### config.mk
export PLATFORM = sky130hd
export DESIGN_NAME = positional_insert_dual_queue_top
export DESIGN_NICKNAME = d
export VERILOG_FILES = /design/src/sv/pidq_pkg.sv /design/src/sv/pidq_cell.sv /design/src/sv/pidq_row.sv /design/src/sv/positional_insert_dual_queue_top.sv
export SDC_FILE = /design/constraint.sdc
export NUM_CORES = 2
export LEC_CHECK = 0
export ABC_AREA = 0
export ABC_CLOCK_PERIOD_IN_PS = 15470
export BUFFER_PORTS_ARGS = -buffer_cell sky130_fd_sc_hd__buf_2
export CAP_MARGIN = 5
export CELL_PAD_IN_SITES_DETAIL_PLACEMENT = 0
export CELL_PAD_IN_SITES_GLOBAL_PLACEMENT = 2
export CORE_AREA = 2 2 596 598
export DETAILED_ROUTE_END_ITERATION = 10
export DIE_AREA = 0 0 598 600
export PLACE_DENSITY = 0.6
export SLEW_MARGIN = 20
export SYNTH_ARGS = -nofsm -noshare
export SYNTH_HDL_FRONTEND = slang
export SYNTH_SLANG_ARGS = --single-unit
export TNS_END_PERCENT = 100
### constraint.sdc
create_clock -name clock -period 15.47 [get_ports clock]
set_input_delay 0.7735 -clock clock [delete_from_list [all_inputs] [get_ports clock]]
set_output_delay 0.7735 -clock clock [all_outputs]
set_load 0.05 [all_outputs]
### src/sv/pidq_pkg.sv
// ----------------------------------------------------------------------------
// pidq_pkg
// Shared sizes, codes and payload types of the positional insert dual queue.
// ----------------------------------------------------------------------------
package pidq_pkg;

   localparam int QUEUE_DEPTH = 16;
   localparam int NUM_QUEUES  = 2;
   localparam int IDX_W       = $clog2(QUEUE_DEPTH);
   localparam int FILL_W      = $clog2(QUEUE_DEPTH + 1);
   localparam int CMP_W       = (FILL_W > 8) ? FILL_W : 8;

   localparam logic [1:0] REQ_APPEND = 2'd0;
   localparam logic [1:0] REQ_INSERT = 2'd1;
   localparam logic [1:0] REQ_REMOVE = 2'd2;
   localparam logic [1:0] REQ_MOVE   = 2'd3;

   localparam logic [1:0] STATUS_DONE  = 2'd0;
   localparam logic [1:0] STATUS_EMPTY = 2'd1;
   localparam logic [1:0] STATUS_FULL  = 2'd2;

   typedef struct packed {
      logic [31:0] name_tag;
      logic [15:0] category_tag;
      logic [7:0]  priority_tag;
   } entry_type;

   typedef enum logic [1:0] {
      ROW_HOLD   = 2'd0,
      ROW_INSERT = 2'd1,
      ROW_POP    = 2'd2
   } row_op_type;

   typedef struct packed {
      row_op_type       op;
      logic [IDX_W-1:0] pos;
      entry_type        entry;
   } row_cmd_type;

   typedef struct packed {
      logic [1:0]  req_type;
      logic        queue_sel;
      logic [31:0] name_tag;
      logic [15:0] category_tag;
      logic [7:0]  priority_req;
   } req_payload_type;

   typedef struct packed {
      logic [1:0]  status;
      logic        entry_valid;
      logic [31:0] out_name;
      logic [15:0] out_category;
      logic [7:0]  out_priority;
      logic [4:0]  fill_count;
      logic        is_empty;
   } rsp_payload_type;

endpackage

### src/sv/pidq_cell.sv
// ----------------------------------------------------------------------------
// pidq_cell
// One queue slot: holds an entry, loads a new one, or takes a neighbor's.
// ----------------------------------------------------------------------------
module pidq_cell (
   input  logic                      clock,
   input  logic [pidq_pkg::IDX_W-1:0] cell_index,
   input  pidq_pkg::row_cmd_type     cmd,
   input  pidq_pkg::entry_type       prev_entry,
   input  pidq_pkg::entry_type       next_entry,
   output pidq_pkg::entry_type       entry
);

   pidq_pkg::entry_type entry_ff;
   pidq_pkg::entry_type entry_in;

   always_comb begin
      entry_in = entry_ff;
      case (cmd.op)
         pidq_pkg::ROW_INSERT: begin
            // Slots behind the insert point move one place toward the tail.
            if (cell_index == cmd.pos) begin
               entry_in = cmd.entry;
            end else if (cell_index > cmd.pos) begin
               entry_in = prev_entry;
            end
         end
         pidq_pkg::ROW_POP: begin
            entry_in = next_entry;
         end
         default: begin
            entry_in = entry_ff;
         end
      endcase
   end

   always_ff @(posedge clock) begin
      entry_ff <= entry_in;
   end

   assign entry = entry_ff;

endmodule

### src/sv/pidq_row.sv
// ----------------------------------------------------------------------------
// pidq_row
// One queue: a chain of cells with the head in cell zero, plus its fill count.
// ----------------------------------------------------------------------------
module pidq_row (
   input  logic                        clock,
   input  logic                        reset,
   input  pidq_pkg::row_cmd_type       cmd,
   output pidq_pkg::entry_type         head,
   output logic [pidq_pkg::FILL_W-1:0] fill
);

   pidq_pkg::entry_type cell_entry [pidq_pkg::QUEUE_DEPTH];

   logic [pidq_pkg::FILL_W-1:0] fill_ff;
   logic [pidq_pkg::FILL_W-1:0] fill_in;

   for (genvar i = 0; i < pidq_pkg::QUEUE_DEPTH; i++) begin : g_cell
      pidq_pkg::entry_type prev_entry;
      pidq_pkg::entry_type next_entry;

      if (i == 0) begin : g_first
         assign prev_entry = cmd.entry;
      end else begin : g_mid_prev
         assign prev_entry = cell_entry[i-1];
      end

      // The last cell has no neighbor behind it; on a pop it keeps its value.
      if (i == pidq_pkg::QUEUE_DEPTH - 1) begin : g_last
         assign next_entry = cell_entry[i];
      end else begin : g_mid_next
         assign next_entry = cell_entry[i+1];
      end

      pidq_cell u_cell (
         .clock      (clock),
         .cell_index (pidq_pkg::IDX_W'(i)),
         .cmd        (cmd),
         .prev_entry (prev_entry),
         .next_entry (next_entry),
         .entry      (cell_entry[i])
      );
   end

   always_comb begin
      case (cmd.op)
         pidq_pkg::ROW_INSERT: fill_in = fill_ff + pidq_pkg::FILL_W'(1);
         pidq_pkg::ROW_POP:    fill_in = fill_ff - pidq_pkg::FILL_W'(1);
         default:              fill_in = fill_ff;
      endcase
   end

   always_ff @(posedge clock) begin
      if (reset) begin
         fill_ff <= '0;
      end else begin
         fill_ff <= fill_in;
      end
   end

   assign head = cell_entry[0];
   assign fill = fill_ff;

endmodule

### src/sv/positional_insert_dual_queue_top.sv
// ----------------------------------------------------------------------------
// positional_insert_dual_queue_top
// Two bounded queues of tagged entries with append, positional insert,
// remove head and move head to the other queue.
// ----------------------------------------------------------------------------
// A transaction is taken at every clock edge with start high; busy never
// rises, so one transaction per cycle is sustained. Its result appears on
// rsp_data with rsp_strobe high for exactly one cycle, in the cycle after the
// transaction is taken, and the receiver cannot stall it. Each queue is a
// chain of cells in which every cell compares its slot index with the insert
// position and shifts in the same cycle.
// ----------------------------------------------------------------------------
module positional_insert_dual_queue_top (
   input  logic                      clock,
   input  logic                      reset,
   input  logic                      start,
   output logic                      busy,
   input  pidq_pkg::req_payload_type req_data,
   output logic                      rsp_strobe,
   output pidq_pkg::rsp_payload_type rsp_data
);

   pidq_pkg::row_cmd_type       row_cmd  [pidq_pkg::NUM_QUEUES];
   pidq_pkg::entry_type         row_head [pidq_pkg::NUM_QUEUES];
   logic [pidq_pkg::FILL_W-1:0] row_fill [pidq_pkg::NUM_QUEUES];

   for (genvar q = 0; q < pidq_pkg::NUM_QUEUES; q++) begin : g_row
      pidq_row u_row (
         .clock (clock),
         .reset (reset),
         .cmd   (row_cmd[q]),
         .head  (row_head[q]),
         .fill  (row_fill[q])
      );
   end

   logic                        sel;
   logic                        other;
   logic [pidq_pkg::FILL_W-1:0] fill_sel;
   logic [pidq_pkg::FILL_W-1:0] fill_other;
   logic                        full_sel;
   logic                        full_other;
   logic                        empty_sel;
   logic [pidq_pkg::IDX_W-1:0]  insert_pos;
   logic [pidq_pkg::FILL_W-1:0] fill_after;
   pidq_pkg::entry_type         new_entry;
   pidq_pkg::rsp_payload_type   rsp_in;
   pidq_pkg::rsp_payload_type   rsp_ff;
   logic                        strobe_ff;

   assign sel        = req_data.queue_sel;
   assign other      = ~req_data.queue_sel;
   assign fill_sel   = row_fill[sel];
   assign fill_other = row_fill[other];
   assign full_sel   = fill_sel >= pidq_pkg::FILL_W'(pidq_pkg::QUEUE_DEPTH);
   assign full_other = fill_other >= pidq_pkg::FILL_W'(pidq_pkg::QUEUE_DEPTH);
   assign empty_sel  = fill_sel == '0;

   assign new_entry.name_tag     = req_data.name_tag;
   assign new_entry.category_tag = req_data.category_tag;
   assign new_entry.priority_tag = req_data.priority_req;

   // Positions past the count go to the tail; one and below go to the front.
   always_comb begin
      if (req_data.req_type == pidq_pkg::REQ_APPEND ||
          pidq_pkg::CMP_W'(req_data.priority_req) > pidq_pkg::CMP_W'(fill_sel)) begin
         insert_pos = pidq_pkg::IDX_W'(fill_sel);
      end else if (req_data.priority_req <= 8'd1) begin
         insert_pos = '0;
      end else begin
         insert_pos = pidq_pkg::IDX_W'(req_data.priority_req - 8'd1);
      end
   end

   always_comb begin
      for (int q = 0; q < pidq_pkg::NUM_QUEUES; q++) begin
         row_cmd[q].op    = pidq_pkg::ROW_HOLD;
         row_cmd[q].pos   = insert_pos;
         row_cmd[q].entry = new_entry;
      end
      rsp_in              = '0;
      fill_after          = fill_sel;

      if (start) begin
         case (req_data.req_type)
            pidq_pkg::REQ_APPEND, pidq_pkg::REQ_INSERT: begin
               if (full_sel) begin
                  rsp_in.status = pidq_pkg::STATUS_FULL;
               end else begin
                  row_cmd[sel].op = pidq_pkg::ROW_INSERT;
                  fill_after      = fill_sel + pidq_pkg::FILL_W'(1);
               end
            end
            pidq_pkg::REQ_REMOVE: begin
               if (empty_sel) begin
                  rsp_in.status = pidq_pkg::STATUS_EMPTY;
               end else begin
                  row_cmd[sel].op    = pidq_pkg::ROW_POP;
                  rsp_in.entry_valid = 1'b1;
                  fill_after         = fill_sel - pidq_pkg::FILL_W'(1);
               end
            end
            pidq_pkg::REQ_MOVE: begin
               // An empty source is reported ahead of a full target.
               if (empty_sel) begin
                  rsp_in.status = pidq_pkg::STATUS_EMPTY;
               end else if (full_other) begin
                  rsp_in.status = pidq_pkg::STATUS_FULL;
               end else begin
                  row_cmd[sel].op      = pidq_pkg::ROW_POP;
                  row_cmd[other].op    = pidq_pkg::ROW_INSERT;
                  row_cmd[other].pos   = pidq_pkg::IDX_W'(fill_other);
                  row_cmd[other].entry = row_head[sel];
                  rsp_in.entry_valid   = 1'b1;
                  fill_after           = fill_sel - pidq_pkg::FILL_W'(1);
               end
            end
            default: begin
               rsp_in.status = pidq_pkg::STATUS_DONE;
            end
         endcase
      end

      if (rsp_in.entry_valid) begin
         rsp_in.out_name     = row_head[sel].name_tag;
         rsp_in.out_category = row_head[sel].category_tag;
         rsp_in.out_priority = row_head[sel].priority_tag;
      end
      rsp_in.fill_count = 5'(fill_after);
      rsp_in.is_empty   = fill_after == '0;
   end

   always_ff @(posedge clock) begin
      if (reset) begin
         strobe_ff <= 1'b0;
      end else begin
         strobe_ff <= start;
      end
   end

   always_ff @(posedge clock) begin
      rsp_ff <= rsp_in;
   end

   assign busy       = 1'b0;
   assign rsp_strobe = strobe_ff;
   assign rsp_data   = rsp_ff;

endmodule
-- Word-level counts from Yosys, hierarchy flattened
Index checks and enable logic that the tools add are counted.
- register bits after elaboration: 1868
- output and inout port bits: 67
- input bits: 62
- word-level logic and storage cells: 410
- bitwise logic cells: 3
- $add $sub $neg: 7
- eq/ne operators: 67
- order comparisons: 40
- multiplexer cells: 142
- reductions and logical operators: 45
- operator list (kind ; count):
    $mux 56 ; 68
    $pmux 56 s2 ; 30
    $bwmux 124 ; 5
    $mux 124 ; 5
    $pmux 124 s3 ; 1
    $demux 62 s1 ; 4
    $mux 62 ; 2
    $ne 3x3->1 const B ; 30
    $eq 4x4->1 const A ; 16
    $gt 4x4->1 const A ; 16
    $reduce_and 2->1 ; 32
    $mux 60 ; 1
    $mux 5 ; 11
    $eq 3x4->1 const A ; 8
    $gt 3x4->1 const A ; 8
    $pmux 5 s2 ; 2
    $eq 2x4->1 const A ; 4
    $gt 1x4->1 const A ; 4
    $gt 2x4->1 const A ; 4
    $add 5x1->5 const B ; 3
    $pmux 5 s3 ; 1
    $sub 5x1->5 const B ; 3
    $ge 5x5->1 const B ; 2
    $logic_not 5->1 ; 2
    other kinds (21) ; 42

-- Longest topological paths before layout
- depth in word-level cells: 19
- gate-level depth with buffers: 27
- gate-level depth less buffers: 19

-- Modules after synthesis
A second synthesis with hierarchy kept.
- cells, all modules: 8857
- area, all modules: 100809.2 um^2
- modules (own cells, without submodules) (module ; times used ; cells each ; area an instance (um^2) ; seq. area each (um^2)):
    pidq_cell ; 32 ; 259 ; 2974.1 ; 1681.6
    positional_insert_dual_queue_top ; 1 ; 475 ; 4837.1 ; 1321.3
    pidq_row ; 2 ; 47 ; 400.4 ; 100.1

-- Worst setup path before layout
Ideal clock, no wire load.
- kind: input -> register
- from: in req_data[56] in the netlist's numbering
- to: reg g_row[0].u_row.g_cell[10].u_cell.entry_ff, in the netlist g_row[0].u_row.g_cell[10].u_cell.entry[0] (enable)
- path slack: 3677 ps
- path buffers: 2
- arrival: 11238 ps
- setup time: 555 ps
- stages on the path: 14
- required time: 14915 ps
- cell sequence: buf_2 buf_6 nand2_1 o21ai_1 inv_1 ha_1 nand2_1 nand2_1 o22ai_1 nor3b_1 ha_1 nor2_1 a31oi_1 a21boi_0
- longest elaborated chain between the ends: 18
- elaborated cells between the ends (all ways): 46
- those cells by class: order compare (8); eq/ne (4); mux (25); bitwise (3); reduce/logical (6)
- RTL lines (element ; RTL line ; source):
    start: declaration ; positional_insert_dual_queue_top.sv:18 ; input pidq_pkg::req_payload_type req_data,
    $not 1->2 (not written as such) ; - ;
    $mux 5 (not written as such) (3 in a row) ; positional_insert_dual_queue_top.sv:53 ; assign fill_sel = row_fill[sel];
    $gt 8x5->1 ; positional_insert_dual_queue_top.sv:66 ; pidq_pkg::CMP_W'(req_data.priority_req) > pidq_pkg::CMP_W'(fill_sel)) begin
    $logic_or 1x1->1 ; positional_insert_dual_queue_top.sv:65 ; if (req_data.req_type == pidq_pkg::REQ_APPEND ||
    $mux 4 ; positional_insert_dual_queue_top.sv:65 ;
    $bwmux 124 ; positional_insert_dual_queue_top.sv:98, positional_insert_dual_queue_top.sv:110 ;
    $bwmux 124 ; positional_insert_dual_queue_top.sv:111 ; row_cmd[other].op = pidq_pkg::ROW_INSERT;
    $bwmux 124 ; positional_insert_dual_queue_top.sv:112 ; row_cmd[other].pos = pidq_pkg::IDX_W'(fill_other);
    $bwmux 124 ; positional_insert_dual_queue_top.sv:113 ; row_cmd[other].entry = row_head[sel];
    $mux 124 ; positional_insert_dual_queue_top.sv:107 ; end else if (full_other) begin
    $mux 124 ; positional_insert_dual_queue_top.sv:105 ; if (empty_sel) begin
    $pmux 124 s3 ; positional_insert_dual_queue_top.sv:85 ; case (req_data.req_type)
    $mux 124 (*) ; positional_insert_dual_queue_top.sv:84 ; if (start) begin
    $gt 4x4->1 or $eq 4x4->1 (tied branches) ; pidq_cell.sv:24, pidq_cell.sv:22 ;
    $ne 3x3->1 (no source line) ; - ;
    $reduce_and 2->1 (no source line) (*) ; - ;
    end signal: assignment ; pidq_cell.sv:38 ; entry_ff <= entry_in;
    end: declaration ; pidq_cell.sv:14 ; pidq_pkg::entry_type entry_ff;
Every way passes the cells marked *; elsewhere a longest branch is shown, timed or not. The select of a mux whose other input is x is not followed.
A chain may end at the register's enable or synchronous reset.

==> results.sh <==
export IMPL_synthXorXnorAreaFrac=0.001197
export IMPL_core_mm2=0.3519
export IMPL_cp_end_kind="flip-flop"
export IMPL_io_pins=129
export IMPL_clk_path_buf_depth=4
export IMPL_fp_row_count=218
export IMPL_wirelength_mm=355.2
export IMPL_period_share=0.4053
export IMPL_fmax_mhz=159.5
export IMPL_rsz0062_at_grt="no"
export IMPL_yosysMostFrequentCell="edfxtp_1"
export IMPL_p_leak_nw=33.73
export IMPL_synth_top_area_cell="edfxtp_1"
export IMPL_cts_made_buffers=211
export IMPL_portBuffers=127
export IMPL_grt_max_degree=192
export IMPL_via_count=64340
export IMPL_hpwl_mm=199.4
export IMPL_detail_route_iter0_violations=7940
export IMPL_place_ws_ps=8660
export IMPL_design_die_area_mm2=0.3588
export IMPL_overflow=0
export IMPL_avgRoutedWirePerCell_um=30.68
export IMPL_cts_root_buf="clkbuf_16"
export IMPL_crit_fanout=82
export IMPL_syn_num_nets=7223
export IMPL_final_fill_count=35730
export IMPL_grt_pass1_vias=63060
export IMPL_post_synth_num_cell_types=68
export IMPL_r2r_cells=17
export IMPL_cap_violations=0
export IMPL_ctsHoldBuffers=0
export IMPL_slew_headroom=0.2250
export IMPL_setup_ws_ps=9200
export IMPL_synthAdderAreaFrac=0.003448
export IMPL_synth_compound_area_frac=0.1973
export IMPL_synthCells=7138
export IMPL_gp_congestion=0.8321
export IMPL_fin_skew_ps=41.62
export IMPL_antenna_found_initial=6
export IMPL_start_util=0.2496
export IMPL_critical_path_class="flip-flop to flip-flop"
export IMPL_cp_data_required_time_ps=16110
export IMPL_startpoint_type="flip-flop"
export IMPL_track_usage=0.1898
export IMPL_ir_worst_vdd_uv=85.58
export IMPL_async_flop_share=0
export IMPL_synth_common_cells="edfxtp_1 (1,792), nor2_1 (1,617), a221o_1 (1,410)"
export IMPL_ys_warn_count=0
export IMPL_path_clk_slew_ps=60
export IMPL_area_growth_pct=12.87
export IMPL_yosysSeqAreaShare=0.6301
export IMPL_htree_levels=4
export IMPL_fin_total_pwr_mw=12.62
export IMPL_grt_pass1_wl_mm=494.8
export IMPL_syn_area_mm2=0.08782
export IMPL_synth_simple_area_share=0.1048
export IMPL_setup_viol=0
export IMPL_synth_edf_count=1792
export IMPL_cts_tree="yes"
export IMPL_clock_latency_ps=900
export IMPL_fin_nets=6869
export IMPL_die_w_um=598
export IMPL_drive_gt1_frac=0.1149
export IMPL_setup_tns_ps=0
export IMPL_clkSinkCount=1868
export IMPL_synth_top_area_share=0.6127
export IMPL_instances_no_fill=11580
export IMPL_ys_ff_latch=1868
export IMPL_multi_input_area_mm2=0.02920
export IMPL_p_per_area_mw_per_mm2=127.3
export IMPL_drtAntennaViolNets=0
export IMPL_hold_viol_final=0
export IMPL_postLayoutCellArea_mm2=0.09912
export IMPL_hp_class="primary input to flip-flop"
export IMPL_postCtsSetupRepairBufs=0
export IMPL_dpl_cell_area_mm2=0.09236
export IMPL_avgSynthCellArea_um2=12.30
export IMPL_slew_viol_final=0
export IMPL_whs_path_depth=3
export IMPL_synth_flop_cell="edfxtp_1"
export IMPL_seqCellArea_mm2=0.05533
export IMPL_status="complete, no violations"
export IMPL_cts_resized=0
export IMPL_ys_top_cells_by_area="edfxtp_1 (61%), a221o_1 (16%), nor2_1 (6.9%), clkbuf_1 (2.2%), mux2i_1 (1.9%)"
export IMPL_die_h_um=600
export IMPL_arrival_ps=6910
export IMPL_synth_mux_area_fraction=0.01955
export IMPL_min_period_ps=6270
export IMPL_firstDrtPassIters=6
export IMPL_drc=0
export IMPL_vias_per_cell=5.557
export IMPL_synth_top_family_by_area="compound AO/OA/AOI/OAI gates"
export IMPL_place_inst=11190
export IMPL_max_slew_worst_pin_slew_ps=1162
[registers in the layout (all words and copies together) (netlist names)]
register and count:
g_row.u_row.fill 10, g_row.u_row.g_cell.u_cell.entry 1792, rsp_data 65, rsp_strobe 1
[power breakdown]
group / internal [mW] / switching (mW) / leakage, nW
registers: 6.02 / 0.220 / 17.2
clock network: 2.93 / 2.19 / 3.30
logic: 0.396 / 0.860 / 13.2
[critical path, cell delays in order, from the launching register on]
cell and delay [ps]:
dfxtp_1 370, inv_1 140, o21ai_1 300, inv_1 220
ha_1 300, nand2_1 130, and3_1 350, nand2_2 100
inv_1 90, nand2_1 110, inv_1 150, ha_4 560
buf_4 730, buf_4 660, buf_4 780, or2_2 410
nor2_1 90, a221o_1 300
[layer usage]
| layer | track usage | vias up | part of all wire |
|---|---|---|---|
| met2 | 0.3305 | 3047 | 0.49 |
| met4 | 0.07251 | 0 | 0.042 |
| met1 | 0.2375 | 33340 | 0.40 |
| li1 | - | 27280 | - |
| met3 | 0.02597 | 666 | 0.064 |
| met5 | 0 | - | 0 |
[path summary, 6_finish.rpt]
| path | startpoint | to | slack, ps |
|---|---|---|---|
| setup / recovery | g_row[0].u_row.fill[0]$_SDFFE_PP0P_ | g_row[1].u_row.g_cell[8].u_cell.entry[47]$_DFFE_PP_ | 9200 |
| hold / removal | start | rsp_data[62]$_DFF_P_ | 260 |
| hold reg to reg | g_row[1].u_row.g_cell[15].u_cell.entry[21]$_DFFE_PN_ | g_row[1].u_row.g_cell[14].u_cell.entry[21]$_DFFE_PP_ | 540 |
| setup reg to reg | g_row[0].u_row.fill[0]$_SDFFE_PP0P_ | g_row[1].u_row.g_cell[8].u_cell.entry[47]$_DFFE_PP_ | 9200 |
[cells in the final DEF, fill, tap and decap left out, types with 7 or more instances in the layout]
master / n
a21oi_1: 139
a221o_1: 1410
and2_2: 23
buf_2: 126
buf_4: 160
bufinv_16: 21
clkbuf_1: 43
clkbuf_16: 218
clkinv_1: 38
clkinv_2: 39
dfxtp_1: 76
diode_2: 15
edfxtp_1: 1792
ha_1: 17
inv_1: 21
mux2i_1: 168
nand2_1: 444
nand4_1: 19
nand4_4: 12
nor2_1: 1615
nor3_1: 11
o21ai_0: 120
o21ai_1: 7
o21ai_4: 10
o221ai_1: 147
or2_2: 112
[final cells by class]
cell class	count	area share
Sequential cell	1868	0.5582
Multi-Input combinational cell	4385	0.2946
Tap cell	4620	0.05832
Clock buffer	268	0.05746
Timing Repair Buffer	292	0.01964
Clock inverter	104	0.01033
Inverter	26	0.001060
Antenna cell	15	0.0003787
[cell families (layout without fill, tap and decap cells)]
family,after synthesis,after routing
other,1,16
and+or+nand+nor,2280,2280
buffers and inverters,885,690
DFF,1868,1868
xor gates and xnor gates,12,12
AOI/OAI and AO/OA,1898,1898
adders and majority gates,23,23
muxes,171,171
[through the flow]
step,util,hold slack (ps)
after global placement,0.2624,504.6
after detailed placement,0.2625,538.9
after CTS,0.2816,206.1
after global routing,0.2817,246.7
after floorplan,-,486.7
final,0.2817,262.9
(Power assumes the default switching activity.)
